File: src/rtl/core/skf_pkg.sv
// skf_pkg: shared widths, constants, codes and control types of the scalar kalman filter
// no dependencies; imported by every module under rtl/core
package skf_pkg;

    // field and register widths
    localparam int SAMPLE_W = 16;
    localparam int REG_W    = 20;
    localparam int GAIN_W   = 14;
    localparam int PRED_W   = REG_W + 1;
    localparam int DEN_W    = REG_W + 2;
    localparam int NUM_W    = PRED_W + GAIN_W;
    localparam int DPROD_W  = SAMPLE_W + GAIN_W;
    localparam int DVD_W    = NUM_W + 1;
    localparam int QUO_W    = PRED_W;
    localparam int DSH_W    = DEN_W + QUO_W - 1;
    localparam int STEP_W   = 5;
    localparam int IDX_W    = 2;

    // division by the gain scale (16 * 625): drop four bits, then multiply by
    // ceil(2^41 / 625), exact for every operand below 2^31
    localparam int SCL_SH  = 4;
    localparam int SCL_W   = NUM_W - SCL_SH;
    localparam int RCP_W   = 32;
    localparam int RCP_SH  = 41;
    localparam int RPROD_W = SCL_W + RCP_W;
    localparam logic [RCP_W-1:0] RCP_625 = 32'd3518437209;

    // gain scale and divider step count (gain quotient width)
    localparam logic [GAIN_W-1:0] GAIN_SCALE = GAIN_W'(10000);
    localparam logic [STEP_W-1:0] GAIN_STEPS = STEP_W'(GAIN_W);

    // register reset values
    localparam logic [REG_W-1:0] PN_RESET = REG_W'(1);
    localparam logic [REG_W-1:0] MN_RESET = REG_W'(10000);
    localparam logic [REG_W-1:0] IC_RESET = REG_W'(10000);
    localparam logic [REG_W-1:0] COV_MAX  = {REG_W{1'b1}};

    // register indexes
    localparam logic [IDX_W-1:0] REG_PROCESS_NOISE      = IDX_W'(0);
    localparam logic [IDX_W-1:0] REG_MEASUREMENT_NOISE  = IDX_W'(1);
    localparam logic [IDX_W-1:0] REG_INITIAL_COVARIANCE = IDX_W'(2);

    // controller states
    typedef enum logic [3:0] {
        ST_IDLE,
        ST_MUL1,
        ST_DIV_GO,
        ST_DIV_WAIT,
        ST_GAIN,
        ST_MUL2,
        ST_SCALE,
        ST_UPDATE
    } ctrl_state_t;

    // commands from controller to datapath
    typedef struct packed {
        logic load_in;
        logic mul1;
        logic div_start;
        logic gain;
        logic mul2;
        logic scale;
        logic update;
    } dp_cmd_t;

    // status from datapath to controller
    typedef struct packed {
        logic div_busy;
        logic out_free;
    } dp_status_t;

endpackage

File: src/rtl/core/skf_div.sv
// skf_div: restoring divider, one quotient bit per cycle, run length set per start
// depends on skf_pkg
module skf_div
    import skf_pkg::*;
(
    input  logic             aclk,
    input  logic             aresetn,
    input  logic             start,
    input  logic [DVD_W-1:0] dividend,
    input  logic [DEN_W-1:0] divisor,
    input  logic [STEP_W-1:0] steps,
    output logic             busy,
    output logic [QUO_W-1:0] quotient
);

    logic [DVD_W-1:0]  rem_reg,  rem_next;
    logic [DSH_W-1:0]  dsh_reg,  dsh_next;
    logic [QUO_W-1:0]  quo_reg,  quo_next;
    logic [STEP_W-1:0] cnt_reg,  cnt_next;
    logic              busy_reg, busy_next;
    logic              ge;

    // trial subtract of the shifted divisor
    assign ge = DSH_W'(rem_reg) >= dsh_reg;

    always_comb begin
        rem_next  = rem_reg;
        dsh_next  = dsh_reg;
        quo_next  = quo_reg;
        cnt_next  = cnt_reg;
        busy_next = busy_reg;
        if (start) begin
            rem_next  = dividend;
            dsh_next  = DSH_W'(divisor) << (steps - STEP_W'(1));
            quo_next  = '0;
            cnt_next  = steps;
            busy_next = (steps != '0);
        end else if (busy_reg) begin
            if (ge) begin
                rem_next = rem_reg - dsh_reg[DVD_W-1:0];
            end
            quo_next  = {quo_reg[QUO_W-2:0], ge};
            dsh_next  = dsh_reg >> 1;
            cnt_next  = cnt_reg - STEP_W'(1);
            busy_next = (cnt_reg != STEP_W'(1));
        end
    end

    always_ff @(posedge aclk) begin
        if (!aresetn) begin
            cnt_reg  <= '0;
            busy_reg <= 1'b0;
        end else begin
            cnt_reg  <= cnt_next;
            busy_reg <= busy_next;
        end
        rem_reg <= rem_next;
        dsh_reg <= dsh_next;
        quo_reg <= quo_next;
    end

    assign busy     = busy_reg;
    assign quotient = quo_reg;

    // a running division always has steps left
    a_busy_cnt: assert property (@(posedge aclk) disable iff (!aresetn)
        busy_reg |-> cnt_reg != '0)
        else $error("divider busy with zero step count");

    // a start with a nonzero run length makes the unit busy
    a_start_busy: assert property (@(posedge aclk) disable iff (!aresetn)
        (start && steps != '0) |=> busy_reg)
        else $error("divider did not start");

endmodule

File: src/rtl/core/skf_datapath.sv
// skf_datapath: configuration registers, filter state, multipliers, gain divider, output register
// depends on skf_pkg and skf_div
module skf_datapath
    import skf_pkg::*;
(
    input  logic                aclk,
    input  logic                aresetn,
    input  logic                cfg_valid,
    output logic                cfg_ready,
    input  logic [IDX_W-1:0]    cfg_index,
    input  logic [REG_W-1:0]    cfg_data,
    input  logic [SAMPLE_W-1:0] s_tdata,
    output logic                m_tvalid,
    input  logic                m_tready,
    output logic [SAMPLE_W-1:0] m_tdata,
    input  dp_cmd_t             cmd,
    output dp_status_t          status
);

    logic [REG_W-1:0]    pn_reg, mn_reg, ic_reg;
    logic [SAMPLE_W-1:0] est_reg;
    logic [REG_W-1:0]    cov_reg;
    logic [SAMPLE_W-1:0] meas_reg;
    logic [PRED_W-1:0]   pred_reg;
    logic [DEN_W-1:0]    denom_reg;
    logic [NUM_W-1:0]    num_reg;
    logic [SAMPLE_W:0]   diff_reg;
    logic [GAIN_W-1:0]   gain_reg, gain_next;
    logic [SAMPLE_W-1:0] mag_reg;
    logic                neg_reg;
    logic [DPROD_W-1:0]  dprod_reg;
    logic [NUM_W-1:0]    cprod_reg;
    logic [SAMPLE_W-1:0] dquo_reg;
    logic [PRED_W-1:0]   cquo_reg;
    logic                out_valid_reg;
    logic [SAMPLE_W-1:0] out_data_reg;

    logic [PRED_W-1:0]   pred_next;
    logic [SAMPLE_W:0]   mag_full;
    logic [SAMPLE_W:0]   delta_s;
    logic [SAMPLE_W:0]   est_sum;
    logic [REG_W-1:0]    cov_new;
    logic [SCL_W-1:0]    dscl, cscl;
    logic [RPROD_W-1:0]  drcp, crcp;

    logic                d0_busy;
    logic [QUO_W-1:0]    d0_quo;

    // gain division
    skf_div u_div0 (
        .aclk     (aclk),
        .aresetn  (aresetn),
        .start    (cmd.div_start),
        .dividend (DVD_W'(num_reg)),
        .divisor  (denom_reg),
        .steps    (GAIN_STEPS),
        .busy     (d0_busy),
        .quotient (d0_quo)
    );

    // predicted covariance
    assign pred_next = PRED_W'(cov_reg) + PRED_W'(pn_reg);

    // gain, zero when the denominator is zero, capped at the scale
    always_comb begin
        if (denom_reg == '0) begin
            gain_next = '0;
        end else if (d0_quo > QUO_W'(GAIN_SCALE)) begin
            gain_next = GAIN_SCALE;
        end else begin
            gain_next = d0_quo[GAIN_W-1:0];
        end
    end

    // magnitude of the innovation
    assign mag_full = diff_reg[SAMPLE_W] ? (~diff_reg + (SAMPLE_W+1)'(1)) : diff_reg;

    // both products divided by the gain scale: drop four bits, multiply by 1/625
    assign dscl = SCL_W'(dprod_reg >> SCL_SH);
    assign cscl = cprod_reg[NUM_W-1:SCL_SH];
    assign drcp = RPROD_W'(dscl) * RPROD_W'(RCP_625);
    assign crcp = RPROD_W'(cscl) * RPROD_W'(RCP_625);

    // signed estimate step and new estimate
    assign delta_s = neg_reg ? (~{1'b0, dquo_reg} + (SAMPLE_W+1)'(1))
                             : {1'b0, dquo_reg};
    assign est_sum = {est_reg[SAMPLE_W-1], est_reg} + delta_s;

    // new covariance with saturation
    assign cov_new = cquo_reg[PRED_W-1] ? COV_MAX : cquo_reg[REG_W-1:0];

    // sequenced datapath registers
    always_ff @(posedge aclk) begin
        if (cmd.load_in) begin
            meas_reg  <= s_tdata;
            pred_reg  <= pred_next;
            denom_reg <= DEN_W'(pred_next) + DEN_W'(mn_reg);
        end
        if (cmd.mul1) begin
            num_reg  <= NUM_W'(pred_reg) * NUM_W'(GAIN_SCALE);
            diff_reg <= {meas_reg[SAMPLE_W-1], meas_reg} - {est_reg[SAMPLE_W-1], est_reg};
        end
        if (cmd.gain) begin
            mag_reg <= mag_full[SAMPLE_W-1:0];
            neg_reg <= diff_reg[SAMPLE_W];
        end
        if (cmd.mul2) begin
            dprod_reg <= DPROD_W'(mag_reg) * DPROD_W'(gain_reg);
            cprod_reg <= NUM_W'(GAIN_SCALE - gain_reg) * NUM_W'(pred_reg);
        end
        if (cmd.scale) begin
            dquo_reg <= drcp[RCP_SH+SAMPLE_W-1:RCP_SH];
            cquo_reg <= crcp[RCP_SH+PRED_W-1:RCP_SH];
        end
        if (cmd.update) begin
            out_data_reg <= est_sum[SAMPLE_W-1:0];
        end
    end

    // state, configuration and output control
    always_ff @(posedge aclk) begin
        if (!aresetn) begin
            pn_reg        <= PN_RESET;
            mn_reg        <= MN_RESET;
            ic_reg        <= IC_RESET;
            est_reg       <= '0;
            cov_reg       <= IC_RESET;
            gain_reg      <= '0;
            out_valid_reg <= 1'b0;
        end else begin
            if (cmd.gain) begin
                gain_reg <= gain_next;
            end
            if (cmd.update) begin
                est_reg       <= est_sum[SAMPLE_W-1:0];
                cov_reg       <= cov_new;
                out_valid_reg <= 1'b1;
            end else if (m_tready) begin
                out_valid_reg <= 1'b0;
            end
            if (cfg_valid) begin
                unique case (cfg_index)
                    REG_PROCESS_NOISE:     pn_reg <= cfg_data;
                    REG_MEASUREMENT_NOISE: mn_reg <= cfg_data;
                    REG_INITIAL_COVARIANCE: begin
                        ic_reg  <= cfg_data;
                        cov_reg <= cfg_data;
                    end
                    default: ;
                endcase
            end
        end
    end

    assign cfg_ready       = 1'b1;
    assign m_tvalid        = out_valid_reg;
    assign m_tdata         = out_data_reg;
    assign status.div_busy = d0_busy;
    assign status.out_free = !out_valid_reg || m_tready;

    // the gain never exceeds the scale
    a_gain_range: assert property (@(posedge aclk) disable iff (!aresetn)
        gain_reg <= GAIN_SCALE)
        else $error("gain above scale");

endmodule

File: src/rtl/core/skf_ctrl.sv
// skf_ctrl: sequencer for one filter step, drives the datapath commands
// depends on skf_pkg
module skf_ctrl
    import skf_pkg::*;
(
    input  logic       aclk,
    input  logic       aresetn,
    input  logic       s_tvalid,
    output logic       s_tready,
    input  dp_status_t status,
    output dp_cmd_t    cmd
);

    ctrl_state_t state_reg, state_next;

    // state register
    always_ff @(posedge aclk) begin
        if (!aresetn) begin
            state_reg <= ST_IDLE;
        end else begin
            state_reg <= state_next;
        end
    end

    // next state and commands
    always_comb begin
        state_next = state_reg;
        cmd        = '0;
        s_tready   = 1'b0;
        unique case (state_reg)
            ST_IDLE: begin
                s_tready = 1'b1;
                if (s_tvalid) begin
                    cmd.load_in = 1'b1;
                    state_next  = ST_MUL1;
                end
            end
            ST_MUL1: begin
                cmd.mul1   = 1'b1;
                state_next = ST_DIV_GO;
            end
            ST_DIV_GO: begin
                cmd.div_start = 1'b1;
                state_next    = ST_DIV_WAIT;
            end
            ST_DIV_WAIT: begin
                if (!status.div_busy) begin
                    state_next = ST_GAIN;
                end
            end
            ST_GAIN: begin
                cmd.gain   = 1'b1;
                state_next = ST_MUL2;
            end
            ST_MUL2: begin
                cmd.mul2   = 1'b1;
                state_next = ST_SCALE;
            end
            ST_SCALE: begin
                cmd.scale  = 1'b1;
                state_next = ST_UPDATE;
            end
            ST_UPDATE: begin
                if (status.out_free) begin
                    cmd.update = 1'b1;
                    state_next = ST_IDLE;
                end
            end
            default: begin
                state_next = ST_IDLE;
            end
        endcase
    end

    // no new sample is taken while a division runs
    a_idle_div: assert property (@(posedge aclk) disable iff (!aresetn)
        s_tready |-> !status.div_busy)
        else $error("input ready while divider busy");

    // a result is only written into a free output register
    a_update_free: assert property (@(posedge aclk) disable iff (!aresetn)
        cmd.update |-> status.out_free)
        else $error("result written over pending output");

endmodule

File: src/rtl/core/scalar_kalman_filter.sv
// scalar_kalman_filter: top level of the one-dimensional fixed-point kalman filter
// depends on skf_pkg, skf_ctrl, skf_datapath (which holds one skf_div unit)
//
// usage:
//   s_* channel takes one signed 16-bit measurement per transaction; m_* channel
//   returns one signed 16-bit updated estimate per measurement, in order.
//   cfg_* channel writes the noise and initial covariance registers; cfg_ready is
//   always high. write only while no sample is in flight. writing the initial
//   covariance also reloads the running covariance. unknown indexes are ignored.
// processing:
//   from acceptance to m_tvalid the sample passes the first products, divider
//   start, the gain division (14 steps of a restoring divider), divider done,
//   gain, second products, scaling and output write.
//   one sample at a time; the next is accepted in the cycle after the result is
//   written to the output register.
// reset:
//   aresetn low clears the estimate to zero, loads register reset values and sets
//   the covariance to the initial covariance reset value.
// stall:
//   a result waits in the output register; the next sample may be accepted
//   meanwhile, but its result is held back until the previous one is taken.
module scalar_kalman_filter
    import skf_pkg::*;
(
    input  logic                aclk,
    input  logic                aresetn,
    // configuration write channel
    input  logic                cfg_valid,
    output logic                cfg_ready,
    input  logic [IDX_W-1:0]    cfg_index,
    input  logic [REG_W-1:0]    cfg_data,
    // measurement input
    input  logic                s_tvalid,
    output logic                s_tready,
    input  logic [SAMPLE_W-1:0] s_tdata,   // [15:0] measurement
    // estimate output
    output logic                m_tvalid,
    input  logic                m_tready,
    output logic [SAMPLE_W-1:0] m_tdata    // [15:0] estimate
);

    dp_cmd_t    cmd;
    dp_status_t status;

    skf_ctrl u_ctrl (
        .aclk     (aclk),
        .aresetn  (aresetn),
        .s_tvalid (s_tvalid),
        .s_tready (s_tready),
        .status   (status),
        .cmd      (cmd)
    );

    skf_datapath u_dp (
        .aclk      (aclk),
        .aresetn   (aresetn),
        .cfg_valid (cfg_valid),
        .cfg_ready (cfg_ready),
        .cfg_index (cfg_index),
        .cfg_data  (cfg_data),
        .s_tdata   (s_tdata),
        .m_tvalid  (m_tvalid),
        .m_tready  (m_tready),
        .m_tdata   (m_tdata),
        .cmd       (cmd),
        .status    (status)
    );

endmodule

File: config.mk
export PLATFORM = sky130hd
export DESIGN_NAME = scalar_kalman_filter
export DESIGN_NICKNAME = d
export VERILOG_FILES = /design/src/rtl/core/skf_pkg.sv /design/src/rtl/core/skf_div.sv /design/src/rtl/core/skf_datapath.sv /design/src/rtl/core/skf_ctrl.sv /design/src/rtl/core/scalar_kalman_filter.sv
export SDC_FILE = /design/constraint.sdc
export NUM_CORES = 2
export LEC_CHECK = 0
export ABC_CLOCK_PERIOD_IN_PS = 9480
export BUFFER_PORTS_ARGS = -buffer_cell sky130_fd_sc_hd__buf_2
export CAP_MARGIN = 10
export CORE_ASPECT_RATIO = 1.2
export CORE_MARGIN = 5
export CORE_UTILIZATION = 43
export DETAILED_ROUTE_END_ITERATION = 12
export PLACE_DENSITY = 0.7
export SLEW_MARGIN = 20
export SYNTH_ARGS = -nofsm -noshare
export SYNTH_HDL_FRONTEND = slang
export SYNTH_HIERARCHICAL = 1
export SYNTH_SLANG_ARGS = --single-unit
export TNS_END_PERCENT = 10
File: constraint.sdc
create_clock -name aclk -period 9.48 [get_ports aclk]
set_clock_uncertainty 0.1 [all_clocks]
set_input_delay 1.896 -clock aclk [delete_from_list [all_inputs] [get_ports aclk]]
set_output_delay 1.896 -clock aclk [all_outputs]
set_load 0.02 [all_outputs]
## After elaboration in Yosys (flattened, before gate mapping)

Cells that the tools add are included.

| cells by class | value |
|---|---|
| add/sub/neg operators | 9 |
| $mul | 5 |
| magnitude comparators | 2 |
| equality and inequality tests | 13 |
| mux-type cells | 33 |
| bitwise logic cells | 3 |
| reductions and logical operators | 14 |

Operators with widths:

| operator | number |
|---|---|
| $mux 35 | 5 |
| $mux 20 | 4 |
| $mul 31x32->62 const B | 1 |
| $mul 26x32->57 const B | 1 |
| $ge 36x35->1 | 1 |
| $sub 36x35->36 | 1 |
| $mul 35x21->35 | 1 |
| $add 16x1->16 const B | 2 |
| $mux 16 | 2 |
| $not 16->16 | 2 |
| $pmux 4 s8 | 1 |
| $mul 21x10->31 const B | 1 |
| $mul 16x14->30 | 1 |
| $mux 14 | 2 |
| $add 21x20->22 | 1 |
| $logic_not 22->1 | 1 |
| $add 20x20->21 | 1 |
| $gt 21x14->1 const B | 1 |
| $mux 4 | 5 |
| $sub 16x16->17 | 1 |
| $add 16x16->16 | 1 |
| $eq 4x3->1 const B | 4 |
| $sub 14x14->15 const A | 1 |
| $mux 1 | 14 |
| other kinds (16) | 24 |

| word-level totals | value |
|---|---|
| register bits | 435 |
| bits of input ports | 43 |
| output and inout port bits | 19 |
| logic and storage cells | 107 |

## Longest topological paths before layout

| logic depth | value |
|---|---|
| word-level depth | 7 |
| gate-level depth with buffers | 31 |
| mapped depth without buffers | 29 |

## Modules after synthesis

Netlist, hierarchy kept.

By module, submodules not included:

| module | instances | cells an instance | area each (µm²) | sequential area each (µm²) |
|---|---|---|---|---|
| skf_datapath | 1 | 6,435 | 64,545.7 | 8,848.5 |
| skf_div | 1 | 843 | 7,596.0 | 2,882.8 |
| skf_ctrl | 1 | 25 | 200.2 | 60.1 |

## Worst setup path before layout

OpenSTA, ideal clock, no wires.

| timing path | value |
|---|---|
| path type | reg2reg |
| from | reg u_dp.gain_reg[3] |
| to | reg u_dp.cprod_reg[34], data pin |
| library setup time | 260 ps |
| data arrival time | 7,509 ps |
| data required time | 9,120 ps |
| setup slack | 1,611 ps |
| stages on the path, launching flop included | 30 |
| buffers on the path | 3 |
| period minus slack after synthesis | 7,869 ps |
| cells stage by stage | dfxtp_1 -> clkbuf_1 -> nor2_1 -> a31oi_1 -> nor3_1 -> a21oi_1 -> or3_1 -> xnor2_1 -> clkbuf_1 -> nand2_1 -> fa_1 -> fa_1 -> inv_1 -> fa_1 -> fa_1 -> fa_1 -> inv_1 -> fa_1 -> inv_1 -> ha_1 -> clkbuf_1 -> a21oi_1 -> o21ai_0 -> a22o_1 -> a211oi_1 -> o21ai_1 -> a2111o_1 -> a31o_2 -> a21oi_1 -> xnor2_1 |

| on the way | value |
|---|---|
| longest elaborated chain between the ends | 2 |

Ends and longest elaborated chain:

| what | line | RTL |
|---|---|---|
| from (decl) | skf_datapath.sv:28 | `logic [GAIN_W-1:0] gain_reg, gain_next;` |
| from (signal assigned) | skf_datapath.sv:132 | `gain_reg <= gain_next;` |
| $sub 14x14->15 | skf_datapath.sv:109 | `cprod_reg <= NUM_W'(GAIN_SCALE - gain_reg) * NUM_W'(pred_reg);` |
| $mul 35x21->35 | skf_datapath.sv:109 |  |
| to (signal assigned) | skf_datapath.sv:109 |  |
| to (decl) | skf_datapath.sv:32 | `logic [NUM_W-1:0] cprod_reg;` |

Every way passes these cells.
A chain may end at the register's enable or synchronous reset.

## Worst setup path in the final report

| timing path | value |
|---|---|
| from | reg u_dp.cprod_reg[15] |
| to | reg u_dp.cquo_reg[20], data pin |

| on the way | value |
|---|---|
| longest elaborated chain between the ends | 1 |

Ends and longest elaborated chain:

| what | line | RTL |
|---|---|---|
| $mul 31x32->62 | skf_datapath.sv:82 | `assign crcp = RPROD_W'(cscl) * RPROD_W'(RCP_625);` |
| net u_dp.crcp[61] | skf_datapath.sv:44 | `logic [RPROD_W-1:0] drcp, crcp;` |
| to (signal assigned) | skf_datapath.sv:113 | `cquo_reg <= crcp[RCP_SH+PRED_W-1:RCP_SH];` |
| to (decl) | skf_datapath.sv:34 | `logic [PRED_W-1:0] cquo_reg;` |

The timed path passes the listed nets, and every way through them passes these cells.

==> results.md <==
- Die width: 384 um
- DRC Markers: 0
- Worst-margin pin slew: 1.15 ns
- Maximum resistive drop on vdd: 0.334 mV
- Root Buffer: sky130_fd_sc_hd__clkbuf_16
- Final sum of negative setup slack: 0 ns
- Gpl congestion: 0.962
- Kind of launch point of the worst setup path: flop
- Layout cell share with drive strength beyond 1: 4.14%
- Count of synthesis-stage warnings from yosys: 6
- Portion of the post-synthesis area used by sequential elements: 16.3%
- # IOs: 62
- Total via count in the routed design: 50,400
- Cell taking the most area after synthesis: sky130_fd_sc_hd__fa_1
- Critical path required time: 9.74 ns
- Pin count of the biggest net entering global routing: 103
- FF+latch count, synth: 433
- Cell types with the largest area share after synthesis: sky130_fd_sc_hd__fa_1 (34%), sky130_fd_sc_hd__ha_1 (18%), sky130_fd_sc_hd__edfxtp_1 (13%)
- Crit path max fanout: 7
- Skew-Pair Late Insertion Delay: 0.70 ns
- Placement-stage worst setup slack: 0.644 ns
- Hold/Removal Path Class: flop to flop
- Post-synth top area share: 34.1%
- Post-detail-place hpwl: 167 mm
- Worst-path clk slew: 0.06 ns
- Critical setup path kind: flop to flop
- DP Cell Count: 9,526
- Core footprint: 168,000 um2
- Setup Buffers After CTS: 0
- Number of gates given a new drive strength after cts: 0
- First-iteration detailed-routing DRC count: 3,172
- Height of the die: 459 um
- Crit path time final: 8.97 ns
- Max-Cap Viols: 0
- Count of hold buffers inserted by post-cts repair: 0
- Post-DRT Antenna Nets: 0
- Total congestion overflow: 0
- Clock tree from TritonCTS: yes
- Area Overhead vs Synth: 6.71%
- Worst Setup End Kind: flop
- Hold violation count in the final report: 0
- Post-route worst setup slack: 0.505 ns
- Outcome: completed
- Async S/R FF share, synth: 0%
- H-Tree Level Count: 2
- FP Rows: 165
- Number of flops mapped to enable cells by yosys: 312
- Setup repair after global routing missed its margin: no
- Clock tree buffer depth: 3
- Flip-flop count of the largest register, all copies and words added: 42
- Tcrit/Tclk final: 94.7%
- Total length of routed wires: 197 mm
- Setup violations, final: 0
- Count of non-filler cells in the finished layout: 9,633
- Num CTS Buffers: 53
- Fmax: 111 MHz
- Top FF cell, synth: sky130_fd_sc_hd__edfxtp_1
- Post-synthesis instance total: 7,303
- Utilization after layout: 46.0%
- Synth Cell Area: 72,300 um2
- Final cell area excluding filler cells: 77,200 um2
- Average size of a mapped cell: 9.91 um2
- Headroom to the max-slew limit: 23.1%
- Net count reported at finish: 9,637
- Final Hold Slack: 0.371 ns
- Static leakage: 38.6 nW
- Number of detailed-routing iterations run before antenna repair: 6
- Via count of the first global-routing pass: 54,700
- Most common cell after layout, fill and taps aside: sky130_fd_sc_hd__inv_1
- All-layer global routing usage: 22.8%
- Routed length per placed instance: 20.5 um
- Max-slew violation total from the final report: 0
- Leading cell types in the layout, fill and taps excluded: sky130_fd_sc_hd__inv_1 (1,873), sky130_fd_sc_hd__fa_1 (1,233), sky130_fd_sc_hd__ha_1 (1,033)
- Antenna violations before repair: 25
- First-pass GRT wire length: 313 mm
- Total power draw: 17.0 mW
- Critical path arrival: 9.24 ns
- Count of different cell masters after synthesis: 105
- Pwr per Cell Area: 220 nW/um2
- Worst setup slack for register-to-register paths: 0.51 ns
- Clock sinks: 433
- Starting density of the core: 43.1%
- Mean number of vias per cell: 5.23
- PortBufs: 60
- Area after detailed placement: 75,300 um2
- Area of the die: 177,000 um2
-- kinds of logic (layout without fill, tap and decap cells) --
family                     count (synthesis)  count (layout)  synth area share (%)
AOI/OAI and AO/OA                        828             828                  7.67
other                                      2              28                0.0104
muxes                                     72              72                  1.23
xor gates and xnor gates                 255             255                  3.10
and+or+nand+nor                         1402            1402                  9.02
DFF                                      433             433                  16.3
buffers and inverters                   2045            2095                  10.7
adders and majority gates               2266            2266                  52.0
-- report_power, final --
part	switching (mW)	internal [mW]	total (mW)
Sequential	0.155	2.64	2.79
Combinational	7.10	4.98	12.1
Clock	0.906	1.23	2.14
Total	8.17	8.85	17.0
-- routing by layer --
metal,vias to the layer above,share of wire [%],global-route usage (%)
met5,-,0.028,0
met3,495,5.7,3.15
met2,1584,49,39.3
met4,8,5.3,9.83
met1,25400,40,28.6
li1,22900,-,-
-- Yosys cell counts (15+ instances only) --
| master | number |
|---|---|
| sky130_fd_sc_hd__and2_1 | 180 |
| sky130_fd_sc_hd__nor2b_1 | 59 |
| sky130_fd_sc_hd__xnor2_1 | 186 |
| sky130_fd_sc_hd__nand2_1 | 632 |
| sky130_fd_sc_hd__o22ai_1 | 18 |
| sky130_fd_sc_hd__fa_1 | 1233 |
| sky130_fd_sc_hd__o21ai_1 | 15 |
| sky130_fd_sc_hd__a21boi_0 | 60 |
| sky130_fd_sc_hd__ha_1 | 1033 |
| sky130_fd_sc_hd__o221ai_1 | 26 |
| sky130_fd_sc_hd__o21ai_0 | 148 |
| sky130_fd_sc_hd__mux2i_1 | 52 |
| sky130_fd_sc_hd__a21o_1 | 97 |
| sky130_fd_sc_hd__edfxtp_1 | 312 |
| sky130_fd_sc_hd__clkbuf_1 | 146 |
| sky130_fd_sc_hd__xor2_1 | 68 |
| sky130_fd_sc_hd__a21oi_1 | 219 |
| sky130_fd_sc_hd__nand3_1 | 64 |
| sky130_fd_sc_hd__nand2b_1 | 30 |
| sky130_fd_sc_hd__inv_1 | 1873 |
| sky130_fd_sc_hd__nor3_1 | 65 |
| sky130_fd_sc_hd__nor2_1 | 234 |
| sky130_fd_sc_hd__and3_1 | 37 |
| sky130_fd_sc_hd__o21bai_1 | 30 |
| sky130_fd_sc_hd__o31ai_1 | 17 |
| sky130_fd_sc_hd__a211oi_1 | 22 |
| sky130_fd_sc_hd__o21a_1 | 30 |
| sky130_fd_sc_hd__a31oi_1 | 16 |
| sky130_fd_sc_hd__nand4_1 | 24 |
| sky130_fd_sc_hd__dfxtp_1 | 121 |
-- layout make-up --
type	instances	area (um2)
Fill cell	15600	90600
Multi-Input combinational cell	4845	53000
Sequential cell	433	11800
Inverter	1875	7040
Tap cell	2254	2820
Clock buffer	65	1480
Timing Repair Buffer	120	758
Clock inverter	35	348
Antenna cell	6	15.0
-- worst max-delay path: stages (launching register included) --
cell and delay, ns:
sky130_fd_sc_hd__edfxtp_1 0.73, sky130_fd_sc_hd__inv_1 0.24, sky130_fd_sc_hd__ha_1 0.54, sky130_fd_sc_hd__inv_1 0.14, sky130_fd_sc_hd__fa_1 0.55, sky130_fd_sc_hd__fa_1 0.59
sky130_fd_sc_hd__inv_1 0.06, sky130_fd_sc_hd__fa_1 0.48, sky130_fd_sc_hd__fa_1 0.53, sky130_fd_sc_hd__fa_1 0.51, sky130_fd_sc_hd__inv_1 0.05, sky130_fd_sc_hd__fa_1 0.50
sky130_fd_sc_hd__fa_1 0.43, sky130_fd_sc_hd__ha_1 0.36, sky130_fd_sc_hd__nand4_1 0.21, sky130_fd_sc_hd__nor3_1 0.53, sky130_fd_sc_hd__nand3_1 0.28, sky130_fd_sc_hd__o221ai_1 0.41
sky130_fd_sc_hd__o31ai_1 0.12, sky130_fd_sc_hd__buf_4 0.17, sky130_fd_sc_hd__o31ai_4 0.24, sky130_fd_sc_hd__a211oi_2 0.15, sky130_fd_sc_hd__o41ai_2 0.42, sky130_fd_sc_hd__a21oi_1 0.14
sky130_fd_sc_hd__xnor2_1 0.14
-- path summary, 6_finish.rpt --
| path | startpoint | cells past startpoint | end |
|---|---|---|---|
| setup reg to reg | u_dp/cprod_reg[15]$_DFFE_PP_ | 24 | u_dp/cquo_reg[20]$_DFFE_PP_ |
| hold / removal | u_dp/pn_reg[8]$_SDFFE_PN0P_ | 2 | u_dp/pn_reg[8]$_SDFFE_PN0P_ |
| hold reg to reg | u_dp/pn_reg[8]$_SDFFE_PN0P_ | 2 | u_dp/pn_reg[8]$_SDFFE_PN0P_ |
| setup / recovery | u_dp/cprod_reg[15]$_DFFE_PP_ | 24 | u_dp/cquo_reg[20]$_DFFE_PP_ |
Note: power is estimated with default switching activity, not from simulation.
